<file path="config.mk">
export PLATFORM = sky130hd
export DESIGN_NAME = prs_ram
export DESIGN_NICKNAME = d
export VERILOG_FILES = /design/src/hw/rtl/prs_ram.sv
export SDC_FILE = /design/constraint.sdc
export NUM_CORES = 2
export LEC_CHECK = 0
export BUFFER_PORTS_ARGS = -buffer_cell sky130_fd_sc_hd__buf_2
export CAP_MARGIN = 10
export CORE_MARGIN = 8
export CORE_UTILIZATION = 65
export CTS_BUF_LIST = sky130_fd_sc_hd__clkbuf_8
export CTS_CLUSTER_SIZE = 40
export DETAILED_ROUTE_END_ITERATION = 12
export PLACE_DENSITY = 0.79
export SLEW_MARGIN = 15
export SYNTH_ARGS = -nofsm -noshare
export SYNTH_HDL_FRONTEND = slang
export SYNTH_SLANG_ARGS = --single-unit
export TNS_END_PERCENT = 10
</file>
<file path="constraint.sdc">
create_clock -name clk -period 5.5 [get_ports clk]
set_input_delay 1.375 -clock clk [delete_from_list [all_inputs] [get_ports clk]]
set_output_delay 1.375 -clock clk [all_outputs]
set_load 0.005 [all_outputs]
</file>
<file path="src/hw/rtl/prs_ram.sv">
// Generic single write port, single registered read port RAM
module prs_ram #(
    parameter int WIDTH = 32,
    parameter int DEPTH = 64
) (
    input  logic                                 clk,
    input  logic                                 wr_en,
    input  logic [(DEPTH > 1 ? $clog2(DEPTH) : 1)-1:0] wr_addr,
    input  logic [WIDTH-1:0]                     wr_data,
    input  logic [(DEPTH > 1 ? $clog2(DEPTH) : 1)-1:0] rd_addr,
    output logic [WIDTH-1:0]                     rd_data
);

    logic [WIDTH-1:0] mem_reg [DEPTH];
    logic [WIDTH-1:0] rd_data_reg;

    always_ff @(posedge clk)
    begin
        if (wr_en)
        begin
            mem_reg[wr_addr] <= wr_data;
        end
        rd_data_reg <= mem_reg[rd_addr];
    end

    assign rd_data = rd_data_reg;

endmodule

</file>
==> flow_summary.yaml <==
synth:
  ys_ff_latch: 2080
  seq_area_frac_synth_pct: 79.1
  synth-edff-count: 2048
  syn_inst: 3324
  async_reset_ff_share_pct: 0
  avgSynthCellArea_um2: 23.6
  ys_warn_count: 0
  syn_nets: 3370
  ys.flop_type: "edfxtp_1"
  synth.distinct_cells: 34
  netlist_area_um2: 78500
worst_setup_path:
  crit_path_end_kind: "register"
  criticalPathCategory: "input pin to register"
  r2r_setup_slack_ns: 3.23
  worstPathArrival_ns: 4.38
  cp-startpoint: "rd_addr[2]"
  start_kind: "input pin"
  crit_required_ns: 6.40
  worstPathMaxFanout: 72
  worst_r2r_startpoint: "mem_reg[59][14]"
drt:
  final_antenna_net_count: 0
  avgViaCountPerCell: 6.98
  dr.first_iter.drc_count: 6018
  drt-total-wl_um: 198000
  drc: 0
  vias: 38700
  avgRoutedWirePerCell_um: 35.7
  first_pass_iters: 5
floorplanning:
  io_pins: 78
  die_w_um: 364
  die_area_um2: 132000
  core_area_um2: 120000
  die_h_um: 364
  start_util_pct: 65.5
  rows: 127
timing:
  slew_viol_final: 0
  worst_slew_pin_slew_ns: 1.25
  fin_crit_ns: 3.47
  fmax_mhz: 288
  fin_setup_tns_ns: 0
  max_slew_margin_pct: 16.3
  hold_viol_final: 0
  skew_ns: 0.0632
  fin_crit_sh_pct: 63.2
  setup_slack_ns: 2.03
  hold_slack_ns: 0.785
  rsz0062_at_grt: "false"
  setup_viol: 0
finish:
  largest_reg_flops: 2048
  nets: 3742
  area_delta_synth_final_pct: 11.8
  drive_gt1_share_pct: 31.3
  finish.instance_area_um2: 87700
clocking:
  cts_sinks: 2080
  cts_buffers: 324
  htreeDepth: 5
  holdBufCountCts: 0
  tritoncts: "built"
  cts_setup_buffers: 0
  clock-root-buffer: "clkbuf_8"
  ctsResizeCount: 0
  cts.clk_slew.worst_paths_ns: 0.06
  clock_latency_ns: 1.01
  clockBufferDepth: 4
place:
  io_buffers: 77
  dp_hpwl_um: 113000
  globalplace.congestion: 0.825
  place_ws_ns: 1.01
  placed_cell_area_um2: 81900
power_and_ir_drop:
  ir_worst_vdd_mv: 0.292
  power_density_nw_per_um2: 352
  power_leakage_nw: 27.8
worst_hold_path:
  hold_class: "register to register"
  hold_start: "mem_reg[13][4]"
global_route:
  antenna_found_initial: 21
  grt_pass1_wl_um: 281000
  globalRouteTotalUtil_pct: 30.1
  first_global_vias: 39900
  overflow: 0
  grt_start_max_net_pins: 73
run:
  max_cap_viol_count: 0
outcome:
  status: "complete, no violations"
[logic make-up after synthesis]
family / synth area share, %
and+or+nand+nor: 1.27
DFF: 79.1
AOI/OAI and AO/OA: 1.67
muxes: 16.8
buffers and inverters: 1.13
[report_power, final]
group | internal (mW) | switching (mW) | leakage (nW)
clock | 5.94 | 5.74 | 3.26
sequential | 17.6 | 0.0786 | 18.7
combinational | 0.596 | 1.02 | 5.86
[cell usage after synthesis (all sizes together) (3+ instances only)]
library cell | n | area, um2
or2 | 3 | 18.8
nand3b | 5 | 37.5
o22ai | 84 | 526
buf | 108 | 608
mux4 | 544 | 12300
and3 | 4 | 25.0
clkbuf | 74 | 278
dfxtp | 32 | 641
a311oi | 8 | 70.1
a21oi | 62 | 310
nand2b | 8 | 50.1
o32ai | 4 | 35.0
o221ai | 27 | 236
nand2 | 26 | 97.6
nor3 | 7 | 35.0
a41o | 4 | 40.0
nor2 | 137 | 514
mux2i | 93 | 931
or3 | 3 | 18.8
edfxtp | 2048 | 61500
a22oi | 12 | 90.1
nor2b | 15 | 93.8
nand3 | 5 | 25.0
or3b | 5 | 43.8
[path summary, 6_finish.rpt]
kind / to / cells past startpoint
hold / removal: rd_data[4] / 4
setup reg to reg: rd_data[14] / 4
setup / recovery: rd_data[6] / 8
hold reg to reg: rd_data[4] / 4
[area by class of cell]
cell class                      count  area (um2)
Clock buffer                      333        4580
Timing Repair Buffer              228        1870
Tap cell                         1612        2020
Clock inverter                    227        1130
Sequential cell                  2080       62100
Antenna cell                       12        30.0
Fill cell                        6223       32100
Multi-Input combinational cell   1062       16000
[worst max-delay path, stage by stage]
cell and delay (ns):
buf_8 0.51, buf_12 0.38, buf_4 0.41, nand2b_1 0.59, o22ai_1 0.19, nor2_1 0.34, a21oi_1 0.23, nor2_1 0.14
[cell usage in the layout (no fill, tap or decap), drive strengths merged]
cell	n
nor2b	15
nor3	7
o32ai	4
o22ai	84
mux4	544
nand3	5
nand3b	5
and2	2
nor2	137
clkinv	124
nand4b	1
or3	3
edfxtp	2048
nand2b	8
dfxtp	32
o221ai	27
and3	4
diode	12
nand2	26
bufinv	7
a41o	4
or2	3
clkinvlp	8
a311oi	8
mux2i	93
buf	228
nand4	2
inv	88
clkbuf	333
a21oi	62
or3b	5
a22oi	12
a31oi	1
[stage by stage]
step,instances,util (%),power (mW)
2_1_floorplan,3324,-,18.8
3_3_place_gp,4974,68.3,19.5
3_5_place_dp,4979,68.4,19.6
4_1_cts,5539,73.1,31.0
5_1_grt,5545,73.2,31.7
6_report,5554,73.2,30.9
[per-layer routing]
metal,track usage (%),up-vias,routed length [um]
met5,0,-,95
met4,11.1,14,7960
met3,9.98,500,29800
met2,46.7,3200,93800
met1,40.7,20000,66700
li1,-,15100,-
(Power assumes the default switching activity.)
